<file path="src/design/gbn_pkg.sv">
// Shared types and constants for the go-back-N sender window.
// No dependencies; every other design file imports this package.
package gbn_pkg;

    localparam int SEQ_W       = 16;
    localparam int WINDOW_DEF  = 16;
    localparam int WINDOW_MAX  = 64;
    localparam int OUTS_W      = $clog2(WINDOW_MAX + 1);
    localparam int QDEPTH_DEF  = 4;
    localparam int OUT_OUTS_W  = 5;

    localparam logic [SEQ_W-1:0] TOTAL_RST   = 16'd1;
    localparam logic [SEQ_W-1:0] FIRST_RST   = 16'd2;
    localparam logic [SEQ_W-1:0] TIMEOUT_RST = 16'd1000;

    localparam logic [2:0] REPEAT_FAST = 3'd3;
    localparam logic [2:0] REPEAT_MAX  = 3'd7;

    // configuration register indexes
    localparam logic [1:0] CFG_TOTAL   = 2'd0;
    localparam logic [1:0] CFG_FIRST   = 2'd1;
    localparam logic [1:0] CFG_TIMEOUT = 2'd2;

    typedef enum logic [1:0] {
        CMD_OFFER = 2'd0,
        CMD_ACK   = 2'd1,
        CMD_TICK  = 2'd2
    } cmd_t;

    typedef enum logic [1:0] {
        KIND_GRANT  = 2'd0,
        KIND_REFUSE = 2'd1,
        KIND_RETX   = 2'd2,
        KIND_STATUS = 2'd3
    } kind_t;

    // One classified item: an optional head beat, then an optional retransmit run
    // of 'outs' beats starting at 'seq'.
    typedef struct packed {
        logic              has_head;
        kind_t             head_kind;
        logic [SEQ_W-1:0]  seq;
        logic              do_run;
        logic              done;
        logic [OUTS_W-1:0] outs;
    } job_t;

endpackage

</file>
<file path="src/design/go_back_n_sender_window_unit.sv">
// Go-back-N sender window. An item is classified in the cycle it is accepted; it is
// pushed into the job queue, loaded by the beat generator and then shown on the result
// port. A one-beat item occupies the beat generator for a job load and then a beat; a
// retransmit run adds one beat per sequence number. Items are taken while the job
// queue (QDEPTH entries) has room. Reset restores the register defaults and the
// initial window at sequence number 2, and empties the queue and result register.
module go_back_n_sender_window_unit #(
    parameter int WINDOW = gbn_pkg::WINDOW_DEF,
    parameter int QDEPTH = gbn_pkg::QDEPTH_DEF
) (
    input  logic                           clk,
    input  logic                           rst_n,
    input  logic                           cfg_wr,
    input  logic [1:0]                     cfg_idx,
    input  logic [gbn_pkg::SEQ_W-1:0]      cfg_data,
    input  logic                           in_valid,
    output logic                           in_stall,
    input  logic [1:0]                     cmd,
    input  logic [gbn_pkg::SEQ_W-1:0]      ack_num,
    input  logic                           ack_ok,
    output logic                           out_valid,
    input  logic                           out_stall,
    output logic [1:0]                     kind,
    output logic [gbn_pkg::SEQ_W-1:0]      seq,
    output logic                           last,
    output logic                           done_res,
    output logic [gbn_pkg::OUT_OUTS_W-1:0] outstanding
);
    import gbn_pkg::*;

    logic q_push, q_full, q_pop, q_empty;
    job_t push_job, pop_job;

    gbn_front #(
        .WINDOW (WINDOW)
    ) u_front (
        .clk      (clk),
        .rst_n    (rst_n),
        .cfg_wr   (cfg_wr),
        .cfg_idx  (cfg_idx),
        .cfg_data (cfg_data),
        .in_valid (in_valid),
        .in_stall (in_stall),
        .cmd      (cmd),
        .ack_num  (ack_num),
        .ack_ok   (ack_ok),
        .q_full   (q_full),
        .q_push   (q_push),
        .q_job    (push_job)
    );

    gbn_job_fifo #(
        .DEPTH (QDEPTH)
    ) u_fifo (
        .clk     (clk),
        .rst_n   (rst_n),
        .push    (q_push),
        .job_in  (push_job),
        .full    (q_full),
        .pop     (q_pop),
        .job_out (pop_job),
        .empty   (q_empty)
    );

    gbn_back u_back (
        .clk         (clk),
        .rst_n       (rst_n),
        .q_empty     (q_empty),
        .q_job       (pop_job),
        .q_pop       (q_pop),
        .out_valid   (out_valid),
        .out_stall   (out_stall),
        .kind        (kind),
        .seq         (seq),
        .last        (last),
        .done_res    (done_res),
        .outstanding (outstanding)
    );

endmodule

</file>
<file path="src/design/gbn_front.sv">
// Front end: configuration registers, window state and classification of items.
// Depends on gbn_pkg; pushes one job_t per item that produces beats.
module gbn_front #(
    parameter int WINDOW = gbn_pkg::WINDOW_DEF
) (
    input  logic                       clk,
    input  logic                       rst_n,
    input  logic                       cfg_wr,
    input  logic [1:0]                 cfg_idx,
    input  logic [gbn_pkg::SEQ_W-1:0]  cfg_data,
    input  logic                       in_valid,
    output logic                       in_stall,
    input  logic [1:0]                 cmd,
    input  logic [gbn_pkg::SEQ_W-1:0]  ack_num,
    input  logic                       ack_ok,
    input  logic                       q_full,
    output logic                       q_push,
    output gbn_pkg::job_t              q_job
);
    import gbn_pkg::*;

    logic [SEQ_W-1:0] total_reg, first_reg, timeout_reg;
    logic [SEQ_W-1:0] base_reg, base_next;
    logic [SEQ_W-1:0] next_seq_reg, next_seq_next;
    logic [SEQ_W-1:0] idle_reg, idle_next;
    logic [SEQ_W-1:0] rval_reg, rval_next;
    logic             rvalid_reg, rvalid_next;
    logic [2:0]       rcnt_reg, rcnt_next;
    logic             done_reg, done_next;

    logic             accept;
    logic [SEQ_W-1:0] outs_old;
    logic             grant;
    logic             ack_good;
    logic             ack_moved;
    logic [SEQ_W-1:0] outs_ack;
    logic [SEQ_W-1:0] idle_inc;

    assign accept   = in_valid && !q_full;
    assign in_stall = q_full;
    assign outs_old = next_seq_reg - base_reg;
    assign grant    = !done_reg && (outs_old < SEQ_W'(WINDOW))
                      && ((next_seq_reg - first_reg) < total_reg);
    assign ack_good = ack_ok && !done_reg;
    assign ack_moved = (ack_num - base_reg) < outs_old;
    // outstanding after a good ACK: base moves to ack+1 when the ACK is in range
    assign outs_ack = (ack_good && ack_moved) ? (next_seq_reg - ack_num - 16'd1) : outs_old;
    assign idle_inc = (idle_reg == '1) ? idle_reg : idle_reg + 16'd1;

    always_comb
    begin
        base_next     = base_reg;
        next_seq_next = next_seq_reg;
        idle_next     = idle_reg;
        rval_next     = rval_reg;
        rvalid_next   = rvalid_reg;
        rcnt_next     = rcnt_reg;
        done_next     = done_reg;
        q_push        = 1'b0;
        q_job         = '0;
        if (accept)
        begin
            case (cmd_t'(cmd))
                CMD_OFFER:
                begin
                    if (grant)
                    begin
                        if (outs_old == '0)
                        begin
                            idle_next = '0;
                        end
                        next_seq_next = next_seq_reg + 16'd1;
                    end
                    q_push          = 1'b1;
                    q_job.has_head  = 1'b1;
                    q_job.head_kind = grant ? KIND_GRANT : KIND_REFUSE;
                    q_job.seq       = next_seq_reg;
                    q_job.do_run    = 1'b0;
                    q_job.done      = done_reg;
                    q_job.outs      = OUTS_W'(grant ? outs_old + 16'd1 : outs_old);
                end
                CMD_ACK:
                begin
                    q_job.do_run = 1'b0;
                    if (ack_good)
                    begin
                        if (ack_moved)
                        begin
                            base_next = ack_num + 16'd1;
                        end
                        if (outs_ack != '0)
                        begin
                            idle_next = '0;
                        end
                        if (ack_num == total_reg + 16'd1)
                        begin
                            done_next = 1'b1;
                        end
                        else if (!rvalid_reg || rval_reg != ack_num)
                        begin
                            rcnt_next   = '0;
                            rval_next   = ack_num;
                            rvalid_next = 1'b1;
                        end
                        else if (rcnt_reg < REPEAT_MAX)
                        begin
                            rcnt_next = rcnt_reg + 3'd1;
                            // third repeat: retransmit the whole window
                            if (rcnt_next == REPEAT_FAST)
                            begin
                                q_job.do_run = 1'b1;
                                idle_next    = '0;
                            end
                        end
                    end
                    q_push          = 1'b1;
                    q_job.has_head  = 1'b1;
                    q_job.head_kind = KIND_STATUS;
                    q_job.seq       = base_next;
                    q_job.done      = done_next;
                    q_job.outs      = OUTS_W'(outs_ack);
                end
                CMD_TICK:
                begin
                    if (!done_reg)
                    begin
                        if (idle_inc >= timeout_reg)
                        begin
                            idle_next = '0;
                            // an empty window gives no beats
                            q_push          = (outs_old != '0);
                            q_job.has_head  = 1'b0;
                            q_job.head_kind = KIND_RETX;
                            q_job.seq       = base_reg;
                            q_job.do_run    = 1'b1;
                            q_job.done      = done_reg;
                            q_job.outs      = OUTS_W'(outs_old);
                        end
                        else
                        begin
                            idle_next = idle_inc;
                        end
                    end
                end
                default:
                begin
                    q_push = 1'b0;
                end
            endcase
        end
    end

    always_ff @(posedge clk or negedge rst_n)
    begin
        if (!rst_n)
        begin
            total_reg    <= TOTAL_RST;
            first_reg    <= FIRST_RST;
            timeout_reg  <= TIMEOUT_RST;
            base_reg     <= FIRST_RST;
            next_seq_reg <= FIRST_RST;
            idle_reg     <= '0;
            rval_reg     <= '0;
            rvalid_reg   <= 1'b0;
            rcnt_reg     <= '0;
            done_reg     <= 1'b0;
        end
        else
        begin
            base_reg     <= base_next;
            next_seq_reg <= next_seq_next;
            idle_reg     <= idle_next;
            rval_reg     <= rval_next;
            rvalid_reg   <= rvalid_next;
            rcnt_reg     <= rcnt_next;
            done_reg     <= done_next;
            if (cfg_wr)
            begin
                case (cfg_idx)
                    CFG_TOTAL:   total_reg   <= cfg_data;
                    CFG_FIRST:   first_reg   <= cfg_data;
                    CFG_TIMEOUT: timeout_reg <= cfg_data;
                    default:     total_reg   <= total_reg;
                endcase
            end
        end
    end

endmodule

</file>
<file path="src/design/gbn_job_fifo.sv">
// Short queue of classified jobs between the front end and the beat generator.
// Depends on gbn_pkg for job_t. DEPTH of 2 or more.
module gbn_job_fifo #(
    parameter int DEPTH = gbn_pkg::QDEPTH_DEF
) (
    input  logic          clk,
    input  logic          rst_n,
    input  logic          push,
    input  gbn_pkg::job_t job_in,
    output logic          full,
    input  logic          pop,
    output gbn_pkg::job_t job_out,
    output logic          empty
);
    import gbn_pkg::*;

    localparam int PTR_W = $clog2(DEPTH);
    localparam int CNT_W = $clog2(DEPTH + 1);

    job_t             mem [DEPTH];
    logic [PTR_W-1:0] wr_ptr_reg, wr_ptr_next;
    logic [PTR_W-1:0] rd_ptr_reg, rd_ptr_next;
    logic [CNT_W-1:0] count_reg, count_next;
    logic             do_push, do_pop;

    assign full    = (count_reg == CNT_W'(DEPTH));
    assign empty   = (count_reg == '0);
    assign do_push = push && !full;
    assign do_pop  = pop && !empty;
    assign job_out = mem[rd_ptr_reg];

    always_comb
    begin
        wr_ptr_next = wr_ptr_reg;
        rd_ptr_next = rd_ptr_reg;
        count_next  = count_reg;
        if (do_push)
        begin
            wr_ptr_next = (wr_ptr_reg == PTR_W'(DEPTH - 1)) ? '0 : wr_ptr_reg + PTR_W'(1);
        end
        if (do_pop)
        begin
            rd_ptr_next = (rd_ptr_reg == PTR_W'(DEPTH - 1)) ? '0 : rd_ptr_reg + PTR_W'(1);
        end
        if (do_push && !do_pop)
        begin
            count_next = count_reg + CNT_W'(1);
        end
        else if (do_pop && !do_push)
        begin
            count_next = count_reg - CNT_W'(1);
        end
    end

    always_ff @(posedge clk or negedge rst_n)
    begin
        if (!rst_n)
        begin
            wr_ptr_reg <= '0;
            rd_ptr_reg <= '0;
            count_reg  <= '0;
        end
        else
        begin
            wr_ptr_reg <= wr_ptr_next;
            rd_ptr_reg <= rd_ptr_next;
            count_reg  <= count_next;
        end
    end

    always_ff @(posedge clk)
    begin
        if (do_push)
        begin
            mem[wr_ptr_reg] <= job_in;
        end
    end

endmodule

</file>
<file path="src/design/gbn_back.sv">
// Beat generator: expands one job into a head beat, a retransmit run or both.
// Depends on gbn_pkg; drives the registered result channel.
module gbn_back (
    input  logic                        clk,
    input  logic                        rst_n,
    input  logic                        q_empty,
    input  gbn_pkg::job_t               q_job,
    output logic                        q_pop,
    output logic                        out_valid,
    input  logic                        out_stall,
    output logic [1:0]                  kind,
    output logic [gbn_pkg::SEQ_W-1:0]   seq,
    output logic                        last,
    output logic                        done_res,
    output logic [gbn_pkg::OUT_OUTS_W-1:0] outstanding
);
    import gbn_pkg::*;

    logic              busy_reg, busy_next;
    logic              head_reg, head_next;
    kind_t             head_kind_reg, head_kind_next;
    logic [SEQ_W-1:0]  seq_reg, seq_next;
    logic [OUTS_W-1:0] left_reg, left_next;
    logic              done_reg, done_next;
    logic [OUTS_W-1:0] outs_reg, outs_next;

    logic              out_valid_reg, out_valid_next;
    kind_t             kind_reg;
    logic [SEQ_W-1:0]  oseq_reg;
    logic              last_reg;
    logic              odone_reg;
    logic [OUTS_W-1:0] oouts_reg;

    logic              take;
    logic              emit;
    kind_t             beat_kind;
    logic              beat_last;

    assign take  = !out_valid_reg || !out_stall;
    assign emit  = busy_reg && take;
    assign q_pop = !busy_reg && !q_empty;

    assign beat_kind = head_reg ? head_kind_reg : KIND_RETX;
    assign beat_last = head_reg ? (left_reg == '0) : (left_reg == OUTS_W'(1));

    always_comb
    begin
        busy_next      = busy_reg;
        head_next      = head_reg;
        head_kind_next = head_kind_reg;
        seq_next       = seq_reg;
        left_next      = left_reg;
        done_next      = done_reg;
        outs_next      = outs_reg;
        if (q_pop)
        begin
            busy_next      = 1'b1;
            head_next      = q_job.has_head;
            head_kind_next = q_job.head_kind;
            seq_next       = q_job.seq;
            left_next      = q_job.do_run ? q_job.outs : '0;
            done_next      = q_job.done;
            outs_next      = q_job.outs;
        end
        else if (emit)
        begin
            if (head_reg)
            begin
                // the run starts at the status base, so hold seq
                head_next = 1'b0;
            end
            else
            begin
                seq_next  = seq_reg + 16'd1;
                left_next = left_reg - OUTS_W'(1);
            end
            if (beat_last)
            begin
                busy_next = 1'b0;
            end
        end
        if (emit)
        begin
            out_valid_next = 1'b1;
        end
        else if (take)
        begin
            out_valid_next = 1'b0;
        end
        else
        begin
            out_valid_next = out_valid_reg;
        end
    end

    always_ff @(posedge clk or negedge rst_n)
    begin
        if (!rst_n)
        begin
            busy_reg      <= 1'b0;
            head_reg      <= 1'b0;
            out_valid_reg <= 1'b0;
        end
        else
        begin
            busy_reg      <= busy_next;
            head_reg      <= head_next;
            out_valid_reg <= out_valid_next;
        end
    end

    always_ff @(posedge clk)
    begin
        head_kind_reg <= head_kind_next;
        seq_reg       <= seq_next;
        left_reg      <= left_next;
        done_reg      <= done_next;
        outs_reg      <= outs_next;
        if (emit)
        begin
            kind_reg  <= beat_kind;
            oseq_reg  <= seq_reg;
            last_reg  <= beat_last;
            odone_reg <= done_reg;
            oouts_reg <= outs_reg;
        end
    end

    assign out_valid   = out_valid_reg;
    assign kind        = kind_reg;
    assign seq         = oseq_reg;
    assign last        = last_reg;
    assign done_res    = odone_reg;
    assign outstanding = OUT_OUTS_W'(oouts_reg);

endmodule

</file>
<file path="config.mk">
export PLATFORM = sky130hd
export DESIGN_NAME = go_back_n_sender_window_unit
export DESIGN_NICKNAME = d
export VERILOG_FILES = /design/src/design/gbn_pkg.sv /design/src/design/go_back_n_sender_window_unit.sv /design/src/design/gbn_front.sv /design/src/design/gbn_job_fifo.sv /design/src/design/gbn_back.sv
export SDC_FILE = /design/constraint.sdc
export NUM_CORES = 1
export LEC_CHECK = 0
export ABC_AREA = 1
export BUFFER_PORTS_ARGS = -buffer_cell sky130_fd_sc_hd__buf_2
export CAP_MARGIN = 10
export CORE_MARGIN = 1.5
export CORE_UTILIZATION = 45
export DETAILED_ROUTE_END_ITERATION = 8
export GPL_ROUTABILITY_DRIVEN = 0
export GPL_TIMING_DRIVEN = 0
export PLACE_DENSITY = 0.66
export SETUP_SLACK_MARGIN = 0.15
export SLEW_MARGIN = 40
export SYNTH_ARGS = -nofsm -noshare
export SYNTH_HDL_FRONTEND = slang
export SYNTH_SLANG_ARGS = --single-unit
</file>
<file path="constraint.sdc">
create_clock -name clk -period 4.1 [get_ports clk]
set_input_delay 0.205 -clock clk [delete_from_list [all_inputs] [get_ports clk]]
set_output_delay 0.205 -clock clk [all_outputs]
set_load 0.1 [all_outputs]
</file>
## Word-level counts from Yosys, hierarchy flattened

Memory sizes are Yosys's and may differ from the RTL's.
Index checks and enable logic that the tools add are counted.

| word-level totals | value |
|---|---|
| memories kept | 1 |
| output and inout bits | 27 |
| logic and storage cells | 168 |
| register bits | 183 |
| memory bits (writable) | 112 |

| cells by class | value |
|---|---|
| $add $sub $neg | 17 |
| muxes and demuxes | 55 |
| eq/ne operators | 17 |
| reduce and logical (&&, ||, !) cells | 46 |
| bitwise operators | 1 |
| $lt $le $gt $ge | 5 |

Memory list:

| name | depth | bits a word | read ports | clocked after memory_dff | write ports | line | source |
|---|---|---|---|---|---|---|---|
| u_fifo.mem | 4 | 28 | 1 | 0 | 1 | gbn_job_fifo.sv:20 | `job_t mem [DEPTH];` |

Operators by type and width:

| kind | number |
|---|---|
| $mux W16 | 17 |
| $pmux W28 S3 | 1 |
| $add A16 B1 Y16 const B | 5 |
| $sub A16 B16 Y16 | 4 |
| $mux W28 | 2 |
| $pmux W16 S3 | 1 |
| $mux W7 | 5 |
| $lt A16 B16 Y1 | 2 |
| $reduce_bool A16 Y1 | 2 |
| $mux W27 | 1 |
| $mux W1 | 21 |
| $eq A16 B16 Y1 | 1 |
| $eq A16 B16 Y1 const B | 1 |
| $ge A16 B16 Y1 | 1 |
| $logic_not A16 Y1 | 1 |
| $lt A16 B5 Y1 const B | 1 |
| $ne A16 B16 Y1 | 1 |
| $sub A16 B1 Y16 const B | 1 |
| $mux W3 | 4 |
| $reduce_and A2 Y1 | 6 |
| $logic_and A1 B1 Y1 | 11 |
| $reduce_and A5 Y1 | 2 |
| $reduce_bool A2 Y1 | 5 |
| $logic_not A1 Y1 | 9 |
| 24 further kinds | 36 |

## Logic depth before layout (Yosys ltp)

| depth | value |
|---|---|
| word-level depth | 12 |
| gate-level depth with buffers | 35 |
| mapped depth without buffers | 33 |

## Modules after synthesis

A second synthesis with hierarchy kept.

| second synthesis, totals | value |
|---|---|
| cells, all modules | 2,316 |
| area total of the unflattened synthesis | 19,337.3 µm² |

By module, submodules not included:

| module | instances | area an instance (µm²) | seq. area each (µm²) | cells each |
|---|---|---|---|---|
| gbn_front | 1 | 11,627.4 | 2,940.3 | 1,687 |
| gbn_job_fifo | 1 | 5,082.4 | 3,538.4 | 387 |
| gbn_back | 1 | 2,627.5 | 1,756.7 | 242 |

## Worst setup path after synthesis

OpenSTA, ideal clock, no wires.

| timing path | value |
|---|---|
| path type | reg-to-reg |
| start | register u_fifo.count_reg[0] |
| end | register u_fifo.count_reg[1] |
| slack | -0.634 ns |
| period minus slack after synthesis | 4.734 ns |
| arrival time | 4.609 ns |
| stages on the path, launching flop included | 14 |
| library setup time | 0.125 ns |
| cell sequence | dfrtp_1 nor3_1 nor2_1 inv_1 nor2_1 inv_1 clkbuf_1 nor2_1 nand2_1 nand2_1 ha_1 inv_1 fa_1 mux2_2 |

| between the ends | value |
|---|---|
| elaborated cells on any way between the ends | 18 |
| those cells by class | add/sub (2); eq/ne (1); mux (3); reduce/logical (12) |

RTL lines:

| what | line | source |
|---|---|---|
| start, declared | gbn_job_fifo.sv:23 | `logic [CNT_W-1:0] count_reg, count_next;` |
| start signal, assigned | gbn_job_fifo.sv:67 | `count_reg <= count_next;` |
| $eq A3 B3 Y1 * | gbn_job_fifo.sv:26 | `assign full = (count_reg == CNT_W'(DEPTH));` |
| via in_stall | go_back_n_sender_window_unit.sv:17 | `output logic in_stall,` |
| $logic_not A1 Y1 * | gbn_front.sv:39, gbn_job_fifo.sv:28 |  |
| $logic_and A1 B1 Y1 | gbn_front.sv:39 | `assign accept = in_valid && !q_full;` |
| $mux W1 | gbn_front.sv:61 | `if (accept)` |
| $logic_and A1 B1 Y1 * | gbn_job_fifo.sv:28 | `assign do_push = push && !full;` |
| via u_fifo.do_push | gbn_job_fifo.sv:24 | `logic do_push, do_pop;` |
| $logic_and A1 B1 Y1 * | gbn_job_fifo.sv:45 | `if (do_push && !do_pop)` |
| $mux W3 * | gbn_job_fifo.sv:45 |  |
| via u_fifo.count_next[1] | gbn_job_fifo.sv:23 |  |

Mark *: on every way through the listed nets, which the timed path passes. The rest lies on a longest branch. The select of a mux whose other input is x is not followed.
A chain may end at the register's enable or synchronous reset.

## Final worst setup path

| timing path | value |
|---|---|
| start | register u_front.next_seq_reg[2] |
| end | register u_front.next_seq_reg[14] |

| between the ends | value |
|---|---|
| cells in the longest elaborated chain, start to end | 5 |
| elaborated cells on any way between the ends | 8 |
| those cells by class | add/sub (3); order compare (2); reduce/logical (3) |

Ends and longest elaborated chain:

| what | line | source |
|---|---|---|
| start, declared | gbn_front.sv:24 | `logic [SEQ_W-1:0] next_seq_reg, next_seq_next;` |
| start signal, assigned | gbn_front.sv:171 | `next_seq_reg <= next_seq_next;` |
| $sub A16 B16 Y16 | gbn_front.sv:41 | `assign outs_old = next_seq_reg - base_reg;` |
| $lt A16 B5 Y1 | gbn_front.sv:42 | `assign grant = !done_reg && (outs_old < SEQ_W'(WINDOW))` |
| $logic_and A1 B1 Y1 | gbn_front.sv:42 |  |
| $logic_and A1 B1 Y1 | gbn_front.sv:43 | `&& ((next_seq_reg - first_reg) < total_reg);` |
| $reduce_and A3 Y1 (no line) | n/a |  |

Parallel ways exist; a longest one is shown, timed or not.

==> impl_results.md <==
* Top cells by area, synth: edfxtp_1 27%, dfrtp_1 16%, nand2_1 9.8%
* Startpoint types: flip-flop
* Clock H-tree levels at 2
* Layout cells sized above 1 at 0.2428
* Number of synthesized flops with an enable pin at 168
* Failing checks: negative hold slack, negative setup slack
* Area growth, synth to finish at 28.38%
* Worst vdd rail ir drop at 0.3024 mV
* Ys async rst share at 0.4305
* Most common flop cell mapped by yosys: edfxtp_1
* Run status: finished, violations left
* Fin util at 0.5844
* Critical path capture point: u_front.next_seq_reg[14]
* Final hold viol count at 1
* Static leakage power at 10.34 nW
* Max-Slew Margin vs Limit at 0.4656
* Worst-Skew Late Latency at 0.53 ns
* Top Ports at 69
* TritonCTS clock tree: done
* First-pass GRT wire length at 84380 µm
* Largest net degree at the start of global routing at 67
* CP Max Fanout at 5
* Seq/Total Area, Yosys at 0.4441
* Detail Placement HPWL at 39050 µm
* Mapped Nets at 2337
* Drt pass-1 iters at 7
* Drc violations at 0
* Slew Viols, Final at 0
* Total power at 11.23 mW
* Seq cells post-synth at 295
* Drt total wl at 56770 µm
* HP Class: primary input to flip-flop
* Worst hold slack at -0.0007109 ns
* Worst-Margin Slew at 0.7972 ns
* Synth top area share at 0.2720
* Area leader, netlist: edfxtp_1
* Worst flop-to-flop path endpoint: u_front.next_seq_reg[14]
* Die X at 206.0 µm
* Die height at 206.0 µm
* Clk buf depth at 3
* Reg2reg setup slack at -0.21 ns
* Worst setup margin at -0.2061 ns
* Critical path origin: u_front.next_seq_reg[2]
* Site Rows at 74
* Synth unique cells at 64
* Starting density of the core at 0.4552
* Nets at 2594
* Syn_area_per_cell at 8.570 µm²
* Sink Count at 295
* Setup-failing EPs final at 106
* Die ar. at 42440 µm²
* Synth Instances at 2164
* Port bufs at 68
* Tmin final at 4.306 ns
* Worst R2R Path Depth at 25
* Starting DRT DRC Count at 1315
* RSZ-0062 raised after global routing: true
* Commonest cells after routing, fill and taps aside: 443 x nand2_1, 234 x inv_1, 168 x edfxtp_1
* Fin Clk Skew at 0.02231 ns
* Max FFs per register at 112
* Final worst path period share at 1.050
* CP Capture Type: flip-flop
* Total grt overflow at 0
* Commonest non-fill, non-tap cell in the layout: nand2_1
* CTS buffer count at 34
* RR Startpoint: u_front.next_seq_reg[2]
* Vias at 16470
* Gr usage total at 0.2566
* Vias in the first global route at 15670
* Via/cell ratio at 5.530
* Max Clk Rate at 232.2 MHz
* Power per standard cell area at 471.8 nW/µm²
* Clk root buf: clkbuf_16
* Core Box Area at 40740 µm²
* Synth Warn # at 0
* # diodes at 0
* Max-cap viol count at 0
* Antenna violations before repair at 0
* Post-DRT Antenna Nets at 0
* Synth Cell Area at 18550 µm²
* DR WL/cell at 19.06 µm
* Setup CP Type: flip-flop to flip-flop
* Clock-pin slew on the worst setup and hold paths at 0.06 ns
* Worst Path Required at 4.49 ns
* WP data arrival at 4.70 ns
==> worst max-delay path, cell delays in order (launching register included) <==
cell and delay [ns]:
dfrtp_2 0.42, buf_12 0.14, ha_4 0.24, a21o_1 0.20, a31oi_4 0.17, o21ai_2 0.09, a21oi_2 0.12, o21bai_1 0.09
buf_4 0.15, buf_6 0.11, buf_6 0.11, buf_6 0.10, buf_6 0.11, xnor2_2 0.16, inv_2 0.07, ha_4 0.25
a21oi_2 0.18, nor3_2 0.06, a211oi_2 0.23, a21oi_2 0.11, nor2_4 0.14, nand3_4 0.16, nor3_4 0.30, buf_6 0.19
nand4_1 0.11, xnor2_1 0.15
==> report_power, final <==
group          total, mW  internal [mW]  switching, mW  leakage, nW
Combinational       4.44           1.68           2.76         6.62
Sequential          3.70           3.48          0.214         3.17
Clock               3.10           1.88           1.22        0.550
Total               11.2           7.04           4.20         10.3
==> repair_timing <==
| action | in CTS | in global routing |
|---|---|---|
| buffers inserted | 85 | 38 |
| pin swaps | 80 | 74 |
| setup endpoints to repair | 269 | 262 |
| hold buffers | 8 | 0 |
| gates cloned | 6 | 7 |
| hold endpoints to repair | 67 | 0 |
| resized for setup | 200 | 158 |
==> routing by layer <==
| layer | routed length, µm | up-vias | GRT usage |
|---|---|---|---|
| li1 | - | 7814 | - |
| met1 | 23070 | 7833 | 0.3306 |
| met2 | 27430 | 641 | 0.4267 |
| met3 | 3579 | 179 | 0.03674 |
| met4 | 2687 | 0 | 0.1183 |
| met5 | 0 | - | 0 |
==> final cells by class <==
type / instances / area (µm²)
Inverter: 275 / 1055
Multi-Input combinational cell: 1530 / 10300
Timing Repair Buffer: 221 / 2058
Fill cell: 3374 / 16930
Sequential cell: 295 / 8245
Clock buffer: 48 / 954.7
Clock inverter: 13 / 168.9
Buffer: 64 / 356.6
Tap cell: 532 / 665.6
==> through the flow <==
stage	setup slack [ns]	cells	TNS, ns	cell area [µm²]	hold slack (ns)
finish	-0.2061	2978	-10.56	23810	-0.0007109
global placement	-1.561	2764	-242.54	19690	0.4025
CTS	-0.09938	2933	-4.012	22710	0.0009450
floorplan	-0.05029	2164	-5.633	18680	-0.09059
global route	-0.3898	2978	-41.19	23810	0.02321
detailed placement	-1.014	2773	-173.82	19930	0.1963
==> cell usage after synthesis (all sizes together) (43+ instances only) <==
library cell  number
o21ai            200
nand2            501
nand3             86
nor2             156
ha               126
xor2              89
inv              274
xnor2             43
clkbuf            53
edfxtp           168
a21oi            111
dfrtp            117
==> logic make-up after synthesis <==
family                     Yosys count  synth area share
AOI/OAI and AO/OA                  414            0.1258
xor gates and xnor gates           132           0.06315
adders and majority gates          131           0.09041
buffers and inverters              339           0.07097
DFF                                295            0.4441
muxes                                8          0.004858
and+or+nand+nor                    845            0.2008
==> how the worst min path moves through the flow <==
stage	slack [ns]	startpoint	cells after the start	to
5_1_grt	0.02	cfg_data[0]	3	u_front.total_reg[0]
6_report	-0.0007	cfg_data[0]	3	u_front.total_reg[0]
3_3_place_gp	0.40	u_back.outs_reg[3]	0	u_back.oouts_reg[3]
4_1_cts	0.0009	cfg_data[0]	3	u_front.total_reg[0]
2_1_floorplan	-0.09	rst_n	0	u_back.busy_reg
3_5_place_dp	0.20	rst_n	1	u_fifo.wr_ptr_reg[1]
No activity file was read; power rests on OpenSTA's default activity.
